==> config.mk <==
export PLATFORM = sky130hd
export DESIGN_NAME = scalar_kalman_filter_unit_flat
export DESIGN_NICKNAME = d
export VERILOG_FILES = /design/src/design/skf_pkg.sv /design/src/design/skf_sample_if.sv /design/src/design/skf_result_if.sv /design/src/design/skf_cfg_if.sv /design/src/design/skf_serial_mul.sv /design/src/design/skf_serial_div.sv /design/src/design/scalar_kalman_filter_unit.sv /design/src/flat_wrapper.sv
export SDC_FILE = /design/constraint.sdc
export NUM_CORES = 2
export LEC_CHECK = 0
export CORE_MARGIN = 5
export CORE_UTILIZATION = 45
export CTS_BUF_LIST = sky130_fd_sc_hd__clkbuf_8
export CTS_CLUSTER_SIZE = 10
export DETAILED_ROUTE_END_ITERATION = 8
export DONT_BUFFER_PORTS = 1
export PLACE_DENSITY = 0.59
export SYNTH_ARGS = -nofsm -noshare
export SYNTH_HDL_FRONTEND = slang
export SYNTH_SLANG_ARGS = --single-unit
export TNS_END_PERCENT = 50
==> constraint.sdc <==
create_clock -name clk -period 6.93 [get_ports clk]
set_input_delay 0.3465 -clock clk [delete_from_list [all_inputs] [get_ports clk]]
set_output_delay 0.3465 -clock clk [all_outputs]
set_load 0.01 [all_outputs]
==> src/design/skf_pkg.sv <==
// Shared constants, types and codes for the scalar Kalman filter unit.
// No dependencies; every other design file imports this package.
package skf_pkg;

    // default datapath format: signed Q16.16 in 32 bits
    localparam int DEF_DATA_WIDTH = 32;
    localparam int DEF_FRAC_BITS  = 16;

    // fixed field widths of the channels
    localparam int FIELD_WIDTH     = 32;
    localparam int DT_WIDTH        = 16;
    localparam int STD_WIDTH       = 24;
    localparam int GAIN_WIDTH      = 17;
    localparam int GAIN_FRAC       = 16;
    localparam int CFG_INDEX_WIDTH = 2;
    localparam int CFG_DATA_WIDTH  = 24;

    // serial unit counters
    localparam int MUL_LEN_WIDTH = $clog2(STD_WIDTH + 1);
    localparam int DIV_CNT_WIDTH = $clog2(GAIN_WIDTH + 1);

    localparam logic [GAIN_WIDTH-1:0] GAIN_ONE = GAIN_WIDTH'(1 << GAIN_FRAC);

    // register reset values
    localparam logic [DT_WIDTH-1:0]  SAMPLE_PERIOD_RESET = DT_WIDTH'(655);
    localparam logic [STD_WIDTH-1:0] NOISE_STD_RESET     = STD_WIDTH'(65536);

    typedef enum logic [CFG_INDEX_WIDTH-1:0] {
        CFG_SAMPLE_PERIOD     = 2'd0,
        CFG_MEAS_NOISE_STD    = 2'd1,
        CFG_PROCESS_NOISE_STD = 2'd2
    } skf_cfg_index_t;

    typedef enum logic [2:0] {
        ST_IDLE,
        ST_NOISE,
        ST_PRED,
        ST_XP,
        ST_UPD,
        ST_WB
    } skf_state_t;

    // command to a serial multiplier
    typedef struct packed {
        logic                     start;
        logic [MUL_LEN_WIDTH-1:0] len;
    } skf_mul_cmd_t;

endpackage

==> src/design/skf_sample_if.sv <==
// Input channel: one sample word (first flag, measurement, jerk).
// Depends on skf_pkg.
interface skf_sample_if import skf_pkg::*; ();
    logic                          valid;
    logic                          ready;
    logic                          first;
    logic signed [FIELD_WIDTH-1:0] measurement;
    logic signed [FIELD_WIDTH-1:0] jerk;

    modport source (output valid, first, measurement, jerk, input ready);
    modport sink   (input valid, first, measurement, jerk, output ready);
endinterface

==> src/design/skf_result_if.sv <==
// Output channel: one result word (estimate, gain, variance).
// Depends on skf_pkg.
interface skf_result_if import skf_pkg::*; ();
    logic                          valid;
    logic                          ready;
    logic signed [FIELD_WIDTH-1:0] estimate;
    logic [GAIN_WIDTH-1:0]         gain;
    logic [FIELD_WIDTH-1:0]        variance;

    modport source (output valid, estimate, gain, variance, input ready);
    modport sink   (input valid, estimate, gain, variance, output ready);
endinterface

==> src/design/skf_cfg_if.sv <==
// Configuration write channel: register index and write data.
// Depends on skf_pkg.
interface skf_cfg_if import skf_pkg::*; ();
    logic                       valid;
    logic                       ready;
    logic [CFG_INDEX_WIDTH-1:0] index;
    logic [CFG_DATA_WIDTH-1:0]  data;

    modport source (output valid, index, data, input ready);
    modport sink   (input valid, index, data, output ready);
endinterface

==> src/design/skf_serial_mul.sv <==
// Shift-add multiplier, one multiplier bit per cycle, MSB first.
// Depends on skf_pkg (multiplier width, command struct).
module skf_serial_mul import skf_pkg::*; #(
    parameter int AW = DEF_DATA_WIDTH
) (
    input  logic                      clk,
    input  logic                      rst_n,
    input  skf_mul_cmd_t              cmd,
    input  logic [AW-1:0]             a,
    input  logic [STD_WIDTH-1:0]      b,      // left-aligned, top len bits used
    output logic [AW+STD_WIDTH-1:0]   product,
    output logic                      done
);
    localparam int PW = AW + STD_WIDTH;

    logic [MUL_LEN_WIDTH-1:0] cnt_reg, cnt_next;
    logic                     done_reg, done_next;
    logic [AW-1:0]            a_reg, a_next;
    logic [STD_WIDTH-1:0]     b_reg, b_next;
    logic [PW-1:0]            acc_reg, acc_next;

    always_comb
    begin
        cnt_next  = cnt_reg;
        done_next = 1'b0;
        a_next    = a_reg;
        b_next    = b_reg;
        acc_next  = acc_reg;
        if (cmd.start)
        begin
            cnt_next = cmd.len;
            a_next   = a;
            b_next   = b;
            acc_next = {PW{1'b0}};
        end
        else if (cnt_reg != '0)
        begin
            acc_next  = {acc_reg[PW-2:0], 1'b0}
                      + (b_reg[STD_WIDTH-1] ? PW'(a_reg) : {PW{1'b0}});
            b_next    = {b_reg[STD_WIDTH-2:0], 1'b0};
            cnt_next  = cnt_reg - 1'b1;
            done_next = (cnt_reg == MUL_LEN_WIDTH'(1));
        end
    end

    always_ff @(posedge clk or negedge rst_n)
    begin
        if (!rst_n)
        begin
            cnt_reg  <= '0;
            done_reg <= 1'b0;
        end
        else
        begin
            cnt_reg  <= cnt_next;
            done_reg <= done_next;
        end
    end

    always_ff @(posedge clk)
    begin
        a_reg   <= a_next;
        b_reg   <= b_next;
        acc_reg <= acc_next;
    end

    assign product = acc_reg;
    assign done    = done_reg;

endmodule

==> src/design/skf_serial_div.sv <==
// Restoring divider giving floor(num * 2^16 / den), one quotient bit a cycle.
// Depends on skf_pkg (gain width); needs num <= den and den != 0.
module skf_serial_div import skf_pkg::*; #(
    parameter int W = DEF_DATA_WIDTH + 1
) (
    input  logic                  clk,
    input  logic                  rst_n,
    input  logic                  start,
    input  logic [W-1:0]          num,
    input  logic [W-1:0]          den,
    output logic [GAIN_WIDTH-1:0] quot,
    output logic                  done
);
    logic [DIV_CNT_WIDTH-1:0] cnt_reg, cnt_next;
    logic                     done_reg, done_next;
    logic [W:0]               rem_reg, rem_next;
    logic [W-1:0]             den_reg, den_next;
    logic [GAIN_WIDTH-1:0]    quot_reg, quot_next;
    logic                     ge;
    logic [W:0]               rem_sub;

    always_comb
    begin
        ge        = (rem_reg >= {1'b0, den_reg});
        rem_sub   = ge ? (rem_reg - {1'b0, den_reg}) : rem_reg;
        cnt_next  = cnt_reg;
        done_next = 1'b0;
        rem_next  = rem_reg;
        den_next  = den_reg;
        quot_next = quot_reg;
        if (start)
        begin
            cnt_next  = DIV_CNT_WIDTH'(GAIN_WIDTH);
            rem_next  = {1'b0, num};
            den_next  = den;
            quot_next = '0;
        end
        else if (cnt_reg != '0)
        begin
            // remainder stays below den, so the shift loses nothing
            rem_next  = {rem_sub[W-1:0], 1'b0};
            quot_next = {quot_reg[GAIN_WIDTH-2:0], ge};
            cnt_next  = cnt_reg - 1'b1;
            done_next = (cnt_reg == DIV_CNT_WIDTH'(1));
        end
    end

    always_ff @(posedge clk or negedge rst_n)
    begin
        if (!rst_n)
        begin
            cnt_reg  <= '0;
            done_reg <= 1'b0;
        end
        else
        begin
            cnt_reg  <= cnt_next;
            done_reg <= done_next;
        end
    end

    always_ff @(posedge clk)
    begin
        rem_reg  <= rem_next;
        den_reg  <= den_next;
        quot_reg <= quot_next;
    end

    assign quot = quot_reg;
    assign done = done_reg;

endmodule

==> src/design/scalar_kalman_filter_unit.sv <==
// One-axis Kalman filter on fixed-point acceleration samples, one result word per sample word.
// Depends on skf_pkg, skf_sample_if, skf_result_if, skf_cfg_if, skf_serial_mul, skf_serial_div.
//
// A sample word with first set loads the estimate from the measurement and the
// variance from q, and its result (gain 0) is presented once write-back has
// loaded it into the result register. Any other word predicts x + jerk*dt and
// p + q, forms the gain p/(p+r) in a 17-step restoring divider, then corrects
// estimate and variance with two shift-add multipliers running 17 steps side by
// side; the divider and the 16-step jerk*dt multiply overlap, and samples.ready
// stays low from acceptance until such a word has left write-back. q and r are
// the squares of the noise registers and are rebuilt after reset and after
// every write to either noise register; while they are rebuilt no sample word
// is taken (writes are still taken). The result register lets the next sample
// word in while a result waits to be collected. Estimate and variance saturate
// to 32 bits.
module scalar_kalman_filter_unit import skf_pkg::*; #(
    parameter int DATA_WIDTH = DEF_DATA_WIDTH,
    parameter int FRAC_BITS  = DEF_FRAC_BITS
) (
    input  logic         clk,
    input  logic         rst_n,
    skf_sample_if.sink   samples,
    skf_result_if.source results,
    skf_cfg_if.sink      cfg
);
    // multiplicand width, product width, extended signed width
    localparam int MA = (DATA_WIDTH > FIELD_WIDTH) ? DATA_WIDTH : FIELD_WIDTH;
    localparam int PW = MA + STD_WIDTH;
    localparam int EW = MA + 2;
    localparam int VW = MA + 1;

    localparam logic signed [EW-1:0] S_MAX = EW'((64'sd1 <<< (DATA_WIDTH - 1)) - 64'sd1);
    localparam logic signed [EW-1:0] S_MIN = -S_MAX - EW'(1);
    localparam logic signed [EW-1:0] O_MAX = EW'(64'sd2147483647);
    localparam logic signed [EW-1:0] O_MIN = -O_MAX - EW'(1);

    // saturate an extended value to the signed data range
    function automatic logic signed [DATA_WIDTH-1:0] sat_data(input logic signed [EW-1:0] x);
        logic signed [DATA_WIDTH-1:0] y;
        if (x > S_MAX)
            y = S_MAX[DATA_WIDTH-1:0];
        else if (x < S_MIN)
            y = S_MIN[DATA_WIDTH-1:0];
        else
            y = x[DATA_WIDTH-1:0];
        return y;
    endfunction

    // (std*std) >> FRAC_BITS, saturated to the unsigned data range
    function automatic logic [DATA_WIDTH-1:0] noise_sq(input logic [PW-1:0] prod);
        logic [PW-1:0] sh;
        sh = prod >> FRAC_BITS;
        return (|sh[PW-1:DATA_WIDTH]) ? {DATA_WIDTH{1'b1}} : sh[DATA_WIDTH-1:0];
    endfunction

    // ---------------- configuration registers ----------------
    logic [DT_WIDTH-1:0]  sample_period_reg;
    logic [STD_WIDTH-1:0] meas_std_reg;
    logic [STD_WIDTH-1:0] proc_std_reg;
    logic                 noise_wr;

    assign cfg.ready = 1'b1;
    assign noise_wr  = cfg.valid && (cfg.index == CFG_MEAS_NOISE_STD
                                  || cfg.index == CFG_PROCESS_NOISE_STD);

    always_ff @(posedge clk or negedge rst_n)
    begin
        if (!rst_n)
        begin
            sample_period_reg <= SAMPLE_PERIOD_RESET;
            meas_std_reg      <= NOISE_STD_RESET;
            proc_std_reg      <= NOISE_STD_RESET;
        end
        else if (cfg.valid)
        begin
            case (cfg.index)
                CFG_SAMPLE_PERIOD:     sample_period_reg <= cfg.data[DT_WIDTH-1:0];
                CFG_MEAS_NOISE_STD:    meas_std_reg      <= cfg.data[STD_WIDTH-1:0];
                CFG_PROCESS_NOISE_STD: proc_std_reg      <= cfg.data[STD_WIDTH-1:0];
                default:               ; // unmapped index: dropped
            endcase
        end
    end

    // ---------------- control ----------------
    skf_state_t state_reg, state_next;
    logic       dirty_reg, dirty_next;       // q/r need rebuilding
    logic       out_valid_reg, out_valid_next;

    logic in_ready, noise_start, noise_done, first_load, pred_start, pred_done;
    logic upd_start, upd_done, wb_load;

    logic                     mul0_done, mul1_done, div_done;
    logic [PW-1:0]            prod0, prod1;
    logic [GAIN_WIDTH-1:0]    quot;
    skf_mul_cmd_t             mul0_cmd, mul1_cmd;
    logic [MA-1:0]            mul0_a, mul1_a;
    logic [STD_WIDTH-1:0]     mul0_b, mul1_b;

    // next state
    always_comb
    begin
        state_next = state_reg;
        case (state_reg)
            ST_IDLE:
            begin
                if (dirty_reg)
                    state_next = ST_NOISE;
                else if (samples.valid)
                    state_next = samples.first ? ST_WB : ST_PRED;
            end
            ST_NOISE: if (mul0_done) state_next = ST_IDLE;
            ST_PRED:  if (div_done)  state_next = ST_XP;
            ST_XP:    state_next = ST_UPD;
            ST_UPD:   if (mul0_done && mul1_done) state_next = ST_WB;
            ST_WB:    if (!out_valid_reg || results.ready) state_next = ST_IDLE;
            default:  state_next = ST_IDLE;
        endcase
    end

    // strobes
    always_comb
    begin
        in_ready    = 1'b0;
        noise_start = 1'b0;
        noise_done  = 1'b0;
        first_load  = 1'b0;
        pred_start  = 1'b0;
        pred_done   = 1'b0;
        upd_start   = 1'b0;
        upd_done    = 1'b0;
        wb_load     = 1'b0;
        case (state_reg)
            ST_IDLE:
            begin
                in_ready    = !dirty_reg;
                noise_start = dirty_reg;
                first_load  = !dirty_reg && samples.valid && samples.first;
                pred_start  = !dirty_reg && samples.valid && !samples.first;
            end
            ST_NOISE: noise_done = mul0_done;
            ST_PRED:  pred_done  = div_done;
            ST_XP:    upd_start  = 1'b1;
            ST_UPD:   upd_done   = mul0_done && mul1_done;
            ST_WB:    wb_load    = !out_valid_reg || results.ready;
            default:  ;
        endcase
    end

    assign dirty_next     = noise_wr || (dirty_reg && !noise_start);
    assign out_valid_next = wb_load || (out_valid_reg && !results.ready);

    always_ff @(posedge clk or negedge rst_n)
    begin
        if (!rst_n)
        begin
            state_reg     <= ST_IDLE;
            dirty_reg     <= 1'b1;          // build q/r once after reset
            out_valid_reg <= 1'b0;
        end
        else
        begin
            state_reg     <= state_next;
            dirty_reg     <= dirty_next;
            out_valid_reg <= out_valid_next;
        end
    end

    assign samples.ready = in_ready;

    // ---------------- filter state and datapath ----------------
    logic signed [DATA_WIDTH-1:0] est_reg;
    logic [DATA_WIDTH-1:0]        var_reg;
    logic [DATA_WIDTH-1:0]        q_reg, r_reg;
    logic [DATA_WIDTH-1:0]        pp_reg;
    logic                         s_zero_reg;
    logic signed [DATA_WIDTH-1:0] meas_reg, xp_reg;
    logic                         jerk_neg_reg, d_neg_reg;
    logic [GAIN_WIDTH-1:0]        gain_reg;

    logic signed [EW-1:0]    meas_ext;
    logic [FIELD_WIDTH-1:0]  jerk_mag;
    logic [DATA_WIDTH:0]     pp_sum, s_sum;
    logic [DATA_WIDTH-1:0]   pp_c;
    logic signed [EW-1:0]    jd_ext, jd_s, xp_sum;
    logic signed [EW-1:0]    d_full;
    logic [EW-1:0]           d_abs;
    logic signed [EW-1:0]    corr_ext, est_sum;
    logic [DATA_WIDTH:0]     var_sh;
    logic [GAIN_WIDTH-1:0]   gain_c, one_minus_gain;

    always_comb
    begin
        meas_ext = EW'(samples.measurement);
        jerk_mag = samples.jerk[FIELD_WIDTH-1] ? (~samples.jerk + 1'b1) : samples.jerk;

        // predicted variance and gain denominator
        pp_sum = {1'b0, var_reg} + {1'b0, q_reg};
        pp_c   = pp_sum[DATA_WIDTH] ? {DATA_WIDTH{1'b1}} : pp_sum[DATA_WIDTH-1:0];
        s_sum  = {1'b0, pp_c} + {1'b0, r_reg};

        // x + jerk*dt, jerk*dt truncated toward zero
        jd_ext = {{(EW - FIELD_WIDTH){1'b0}}, prod0[GAIN_FRAC +: FIELD_WIDTH]};
        jd_s   = jerk_neg_reg ? -jd_ext : jd_ext;
        xp_sum = EW'(est_reg) + jd_s;
        gain_c = s_zero_reg ? '0 : quot;

        // innovation
        d_full         = EW'(meas_reg) - EW'(xp_reg);
        d_abs          = d_full[EW-1] ? -d_full : d_full;
        one_minus_gain = GAIN_ONE - gain_reg;

        // correction k*(z - x'), truncated toward zero
        corr_ext = {1'b0, prod0[GAIN_FRAC +: (EW - 1)]};
        est_sum  = EW'(xp_reg) + (d_neg_reg ? -corr_ext : corr_ext);
        var_sh   = prod1[GAIN_FRAC +: (DATA_WIDTH + 1)];
    end

    // multiplier operand selection
    always_comb
    begin
        mul0_cmd.start = noise_start || pred_start || upd_start;
        mul1_cmd.start = noise_start || upd_start;
        if (noise_start)
        begin
            mul0_cmd.len = MUL_LEN_WIDTH'(STD_WIDTH);
            mul1_cmd.len = MUL_LEN_WIDTH'(STD_WIDTH);
            mul0_a       = MA'(proc_std_reg);
            mul0_b       = proc_std_reg;
            mul1_a       = MA'(meas_std_reg);
            mul1_b       = meas_std_reg;
        end
        else if (pred_start)
        begin
            mul0_cmd.len = MUL_LEN_WIDTH'(DT_WIDTH);
            mul1_cmd.len = MUL_LEN_WIDTH'(GAIN_WIDTH);
            mul0_a       = MA'(jerk_mag);
            mul0_b       = {sample_period_reg, {(STD_WIDTH - DT_WIDTH){1'b0}}};
            mul1_a       = MA'(pp_reg);
            mul1_b       = {one_minus_gain, {(STD_WIDTH - GAIN_WIDTH){1'b0}}};
        end
        else
        begin
            mul0_cmd.len = MUL_LEN_WIDTH'(GAIN_WIDTH);
            mul1_cmd.len = MUL_LEN_WIDTH'(GAIN_WIDTH);
            mul0_a       = d_abs[MA-1:0];
            mul0_b       = {gain_reg, {(STD_WIDTH - GAIN_WIDTH){1'b0}}};
            mul1_a       = MA'(pp_reg);
            mul1_b       = {one_minus_gain, {(STD_WIDTH - GAIN_WIDTH){1'b0}}};
        end
    end

    // filter state
    always_ff @(posedge clk or negedge rst_n)
    begin
        if (!rst_n)
        begin
            est_reg <= '0;
            var_reg <= '0;
        end
        else if (first_load)
        begin
            est_reg <= sat_data(meas_ext);
            var_reg <= q_reg;
        end
        else if (upd_done)
        begin
            est_reg <= sat_data(est_sum);
            var_reg <= var_sh[DATA_WIDTH] ? {DATA_WIDTH{1'b1}} : var_sh[DATA_WIDTH-1:0];
        end
    end

    // working registers
    always_ff @(posedge clk)
    begin
        if (noise_done)
        begin
            q_reg <= noise_sq(prod0);
            r_reg <= noise_sq(prod1);
        end
        if (pred_start)
        begin
            meas_reg     <= sat_data(meas_ext);
            jerk_neg_reg <= samples.jerk[FIELD_WIDTH-1];
            pp_reg       <= pp_c;
            s_zero_reg   <= (s_sum == '0);
        end
        if (first_load)
            gain_reg <= '0;
        else if (pred_done)
            gain_reg <= gain_c;
        if (pred_done)
            xp_reg <= sat_data(xp_sum);
        if (upd_start)
            d_neg_reg <= d_full[EW-1];
    end

    skf_serial_mul #(.AW(MA)) u_mul0 (
        .clk     (clk),
        .rst_n   (rst_n),
        .cmd     (mul0_cmd),
        .a       (mul0_a),
        .b       (mul0_b),
        .product (prod0),
        .done    (mul0_done)
    );

    skf_serial_mul #(.AW(MA)) u_mul1 (
        .clk     (clk),
        .rst_n   (rst_n),
        .cmd     (mul1_cmd),
        .a       (mul1_a),
        .b       (mul1_b),
        .product (prod1),
        .done    (mul1_done)
    );

    skf_serial_div #(.W(DATA_WIDTH + 1)) u_div (
        .clk   (clk),
        .rst_n (rst_n),
        .start (pred_start),
        .num   ({1'b0, pp_c}),
        .den   (s_sum),
        .quot  (quot),
        .done  (div_done)
    );

    // ---------------- result register ----------------
    logic signed [EW-1:0]    est_ext;
    logic [VW-1:0]           var_ext;
    logic [FIELD_WIDTH-1:0]  est_out, var_out;
    logic signed [FIELD_WIDTH-1:0] estimate_reg;
    logic [GAIN_WIDTH-1:0]   gain_out_reg;
    logic [FIELD_WIDTH-1:0]  variance_reg;

    always_comb
    begin
        est_ext = EW'(est_reg);
        var_ext = VW'(var_reg);
        if (est_ext > O_MAX)
            est_out = O_MAX[FIELD_WIDTH-1:0];
        else if (est_ext < O_MIN)
            est_out = O_MIN[FIELD_WIDTH-1:0];
        else
            est_out = est_ext[FIELD_WIDTH-1:0];
        var_out = (|var_ext[VW-1:FIELD_WIDTH]) ? {FIELD_WIDTH{1'b1}}
                                               : var_ext[FIELD_WIDTH-1:0];
    end

    always_ff @(posedge clk)
    begin
        if (wb_load)
        begin
            estimate_reg <= est_out;
            gain_out_reg <= gain_reg;
            variance_reg <= var_out;
        end
    end

    assign results.valid    = out_valid_reg;
    assign results.estimate = estimate_reg;
    assign results.gain     = gain_out_reg;
    assign results.variance = variance_reg;

    // ---------------- assertions ----------------
    a_gain_range: assert property (@(posedge clk) disable iff (!rst_n)
        results.valid |-> results.gain <= GAIN_ONE)
        else $error("gain above one");

    a_div_done_state: assert property (@(posedge clk) disable iff (!rst_n)
        div_done |-> state_reg == ST_PRED)
        else $error("divider finished outside prediction");

    a_mul_done_state: assert property (@(posedge clk) disable iff (!rst_n)
        mul0_done |-> (state_reg == ST_NOISE || state_reg == ST_PRED
                    || state_reg == ST_UPD))
        else $error("multiplier finished with nobody waiting");

    a_first_word: assert property (@(posedge clk) disable iff (!rst_n)
        (samples.valid && samples.ready && samples.first)
            |=> (gain_reg == '0 && state_reg == ST_WB))
        else $error("first word did not go straight to write-back");

    a_result_from_wb: assert property (@(posedge clk) disable iff (!rst_n)
        $rose(out_valid_reg) |-> $past(state_reg == ST_WB))
        else $error("result raised outside write-back");

endmodule

==> src/flat_wrapper.sv <==
// flat-port wrapper written by rule: the top's interface ports become plain ports
module scalar_kalman_filter_unit_flat import skf_pkg::*;
#(
    parameter int DATA_WIDTH = DEF_DATA_WIDTH,
    parameter int FRAC_BITS  = DEF_FRAC_BITS
)
  (clk, rst_n, samples_valid, samples_first, samples_measurement, samples_jerk, samples_ready, results_valid, results_estimate, results_gain, results_variance, results_ready, cfg_valid, cfg_index, cfg_data, cfg_ready);
  skf_sample_if samples_i ();
  skf_result_if results_i ();
  skf_cfg_if cfg_i ();
  input  logic clk;
  input  logic rst_n;
  input wire logic [$bits(samples_i.valid)-1:0] samples_valid;
  input wire logic [$bits(samples_i.first)-1:0] samples_first;
  input wire logic [$bits(samples_i.measurement)-1:0] samples_measurement;
  input wire logic [$bits(samples_i.jerk)-1:0] samples_jerk;
  output wire logic [$bits(samples_i.ready)-1:0] samples_ready;
  output wire logic [$bits(results_i.valid)-1:0] results_valid;
  output wire logic [$bits(results_i.estimate)-1:0] results_estimate;
  output wire logic [$bits(results_i.gain)-1:0] results_gain;
  output wire logic [$bits(results_i.variance)-1:0] results_variance;
  input wire logic [$bits(results_i.ready)-1:0] results_ready;
  input wire logic [$bits(cfg_i.valid)-1:0] cfg_valid;
  input wire logic [$bits(cfg_i.index)-1:0] cfg_index;
  input wire logic [$bits(cfg_i.data)-1:0] cfg_data;
  output wire logic [$bits(cfg_i.ready)-1:0] cfg_ready;
  assign samples_i.valid = samples_valid;
  assign samples_i.first = samples_first;
  assign samples_i.measurement = samples_measurement;
  assign samples_i.jerk = samples_jerk;
  assign samples_ready = samples_i.ready;
  assign results_valid = results_i.valid;
  assign results_estimate = results_i.estimate;
  assign results_gain = results_i.gain;
  assign results_variance = results_i.variance;
  assign results_i.ready = results_ready;
  assign cfg_i.valid = cfg_valid;
  assign cfg_i.index = cfg_index;
  assign cfg_i.data = cfg_data;
  assign cfg_ready = cfg_i.ready;
  scalar_kalman_filter_unit #(.DATA_WIDTH(DATA_WIDTH), .FRAC_BITS(FRAC_BITS)) u_core (.clk(clk), .rst_n(rst_n), .samples(samples_i), .results(results_i), .cfg(cfg_i));
endmodule
==> summary.txt <==
Status
  • Status: finished, final reports clean

Place
  • Placed Area: 47170 um^2
  • Hpwl dp: 110500 um
  • Dpl ws: -0.3641 ns
  • I/O Buffers: 0
  • Final GP Congestion: 0.9337

Detailed routing
  • Drt drc: 0
  • WL met3: 8144 um
  • Vias: 37.57k
  • Routed WL: 149100 um
  • Initial DRT Pass Iterations: 6
  • DR iter-0 viols: 2961
  • Max layer used: met4
  • Routed wl met2: 71590 um
  • ANT nets after route: 0
  • M1 WL: 63070 um
  • Wirelength per Cell: 23.10 um
  • Drt via density: 5.822

Clock network
  • CTS Root Cell: clkbuf_8
  • CTS tree: yes
  • H-tree levels: 4
  • Maximum root-to-sink buffer count: 3
  • TritonCTS Buffers: 134
  • Clock latency on the worst-skew pair: 0.85 ns
  • Clk sink count: 720
  • Clock-pin slew on the worst setup and hold paths: 0.06 ns

Power and ir drop
  • Combinational share of power: 57.3%
  • Switching power: 12.62 mW
  • Static leakage: 21.31 nW
  • Maximum VDD drop: 276.6 uV
  • Clk network pwr share: 14.7%
  • PD cells: 560.9 nW/um^2
  • Seq pwr share: 28.0%
  • Sw frac: 44.07%
  • Internal cell power: 16.01 mW

Setup path
  • R2R Setup Slk: 0.009 ns
  • Crit path buffers/inverters: 2
  • CP Class: register to register
  • CP startpoint kind: register
  • Critical Path End Type: register
  • Crit-path leading delay family: simple AND/OR/NAND/NOR gates
  • Most frequent CP cell: or4_4
  • Largest stage delay on the critical path: 0.53 ns
  • Worst EP arrival: 7.57 ns
  • Crit path max fanout: 12
  • Slowest-stage cell, CP: or4_4
  • Critical path data required time: 7.58 ns

Global route
  • Grt total ovfl: 0
  • Vias in the first global route: 36.70k
  • All-layer global routing usage: 27.30%
  • First-pass GRT wire length: 225200 um
  • Largest net degree at the start of global routing: 152
  • Initial antenna violation count: 4

STA
  • Final period utilization: 99.87%
  • Crit path time final: 6.921 ns
  • Max-slew violations: 0
  • Fin worst setup slack: 0.009084 ns
  • Final hold violations: 0
  • TNS Setup: 0 ns
  • Max_slew headroom: 16.25%
  • Fmax: 0.1445 GHz
  • Final setup viols: 0
  • Slew at the pin with the worst max-slew slack: 1.245 ns
  • Final hold slack: 0.03991 ns
  • Clk_skew: 0.04298 ns
  • Unrepaired setup endpoints after global routing: yes

Final layout
  • Nets: 5420
  • Final core utilization: 51.18%
  • Layout area overhead: 13.43%
  • Final Cell Area: 51040 um^2
  • Share of cells above drive strength 1: 11.97%
  • FILL cells: 9295

Logic synthesis
  • YS warnings: 0
  • Avg Inst Size Synth: 9.168 um^2
  • Main synth FF type: edfxtp_1
  • Yosys reg bits: 720
  • Synth async-reset ratio: 20.97%
  • Synth Net Count: 5285
  • Yosys cell types: 92
  • Syn Inst Count: 4908
  • EDFF count, synth: 421
  • Mapped Area: 45000 um^2
  • Post-synthesis sequential area ratio: 43.10%

Floorplan
  • Boundary Pins: 180
  • Die area: 106400 um^2
  • Die Ht: 326.2 um
  • Die X: 326.2 um
  • Core Region: 99710 um^2
  • Cell row count: 116
  • Starting Density: 45.13%

Worst hold path
  • Worst hold path type: primary input to register

Job
  • Max-Cap Viols: 0
==> cells in the final DEF, fill, tap and decap left out, types with 48 or more instances in the layout <==
cell type / count
dfxtp_1: 148
dlygate4sd3_1: 91
a31oi_1: 50
and2_1: 97
inv_1: 216
nand2_1: 669
xnor2_1: 264
clkbuf_8: 146
or2_2: 70
a21o_1: 163
a211oi_1: 48
nand3_1: 134
buf_4: 222
nor3_1: 75
mux2_2: 66
a21oi_1: 405
xor2_1: 130
ha_1: 272
edfxtp_1: 421
or3_1: 50
o21ai_0: 312
nor2_1: 262
dfrtp_1: 142
==> power groups by stage <==
| stage | combinational [mW] | clock [mW] | sequential [mW] |
|---|---|---|---|
| floorplan | 11.1 | 0 | 7.52 |
| global placement | 15.9 | 0 | 8.05 |
| detailed placement | 16.0 | 0 | 8.06 |
| CTS | 16.3 | 4.29 | 8.00 |
| global route | 18.0 | 4.50 | 8.14 |
| finish | 16.4 | 4.21 | 8.02 |
==> per-stage QoR <==
stage	power, mW	std cells
after CTS	28.55	6447
final	28.63	6454
after detailed placement	24.08	6107
after floorplan	18.65	4908
after global placement	23.95	6107
after global routing	30.68	6453
==> cell type report <==
type	count	area (um^2)	share of cell area, %
Sequential cell	720	19390	38.00
Antenna cell	3	7.507	0.01471
Clock buffer	146	2009	3.937
Multi-Input combinational cell	3700	24020	47.07
Timing Repair Buffer	316	2636	5.165
Clock inverter	100	694.4	1.361
Tap cell	1298	1624	3.182
Inverter	171	646.9	1.267
==> synth_stat cells, types with 9 or more instances <==
cell type | instances | area [um^2]
mux2_2 | 66 | 743.2
dfstp_2 | 9 | 236.5
o21ai_1 | 14 | 70.07
o31ai_1 | 36 | 270.3
nor4_1 | 39 | 244.0
edfxtp_1 | 421 | 12640
inv_1 | 169 | 634.4
ha_1 | 273 | 3416
nor3b_1 | 27 | 202.7
dfrtp_1 | 142 | 3553
nand2_1 | 673 | 2526
o21ai_0 | 315 | 1577
a22oi_1 | 18 | 135.1
nor2_1 | 265 | 994.7
xnor2_1 | 265 | 2321
a211oi_1 | 50 | 375.4
nand2b_1 | 46 | 287.8
nand3_1 | 134 | 670.6
nor2b_1 | 27 | 168.9
dfxtp_1 | 148 | 2963
and3_1 | 42 | 262.8
o22ai_1 | 23 | 143.9
nand4_1 | 43 | 269.0
or3_1 | 50 | 312.8
a21o_1 | 163 | 1224
o211ai_1 | 22 | 165.2
a21boi_0 | 17 | 127.6
or4_1 | 12 | 90.09
or2_2 | 71 | 444.2
o21a_1 | 33 | 247.7
a21oi_1 | 410 | 2052
and2_1 | 98 | 613.1
a31oi_1 | 51 | 319.1
clkbuf_1 | 299 | 1122
buf_1 | 16 | 60.06
xor2_1 | 131 | 1147
nor3_1 | 76 | 380.4
a41oi_1 | 10 | 87.58
o21bai_1 | 33 | 247.7
==> path summary, 6_finish.rpt <==
kind                                             from                 endpoint  cells after the start
worst max-delay path                  u_core.q_reg[0]        u_core.s_zero_reg                     25
worst min-delay path                 samples_jerk[19]  u_core.u_mul0.a_reg[19]                      4
worst max register to register        u_core.q_reg[0]        u_core.s_zero_reg                     25
worst min register to register  u_core.u_div.quot[16]    u_core.u_div.quot[16]                      2
max in group asynchronous                       rst_n       u_core.var_out[25]                      2
min in group asynchronous                       rst_n   u_core.proc_std_reg[2]                      2
==> repair_timing <==
item / in CTS / in global routing
endpoints found under the hold margin: 317 / 0
resized for setup: 11 / 24
setup buffers: 2 / 4
pin swaps: 6 / 13
hold buffers: 92 / 0
endpoints found under the setup margin: 32 / 28
==> worst min-delay path, stage by stage <==
cell,delay (ns)
xor2_1,0.06
a21oi_1,0.20
o21ai_0,0.11
nand2_1,0.07
==> metal layers <==
metal  track usage (%)  vias to the layer above
met2             46.24                     1123
met4             10.72                        0
met1             35.03                    18340
li1                  -                    17830
met5                 0                        -
met3             4.612                      280
==> cells by family (layout without fill, tap and decap cells) <==
logic type	Yosys count	count (layout)	share of synthesized area [%]
adder cells (fa/ha/maj)	281	281	7.947
buffers and inverters	488	733	4.082
other	1	4	0.008334
AO/OA/AOI/OAI	1309	1309	18.00
XOR/XNOR	396	396	7.708
multiplexers	71	71	1.763
flip-flops	720	720	43.10
AND/OR/NAND/NOR	1642	1642	17.39
No activity file was read; power rests on OpenSTA's default activity.
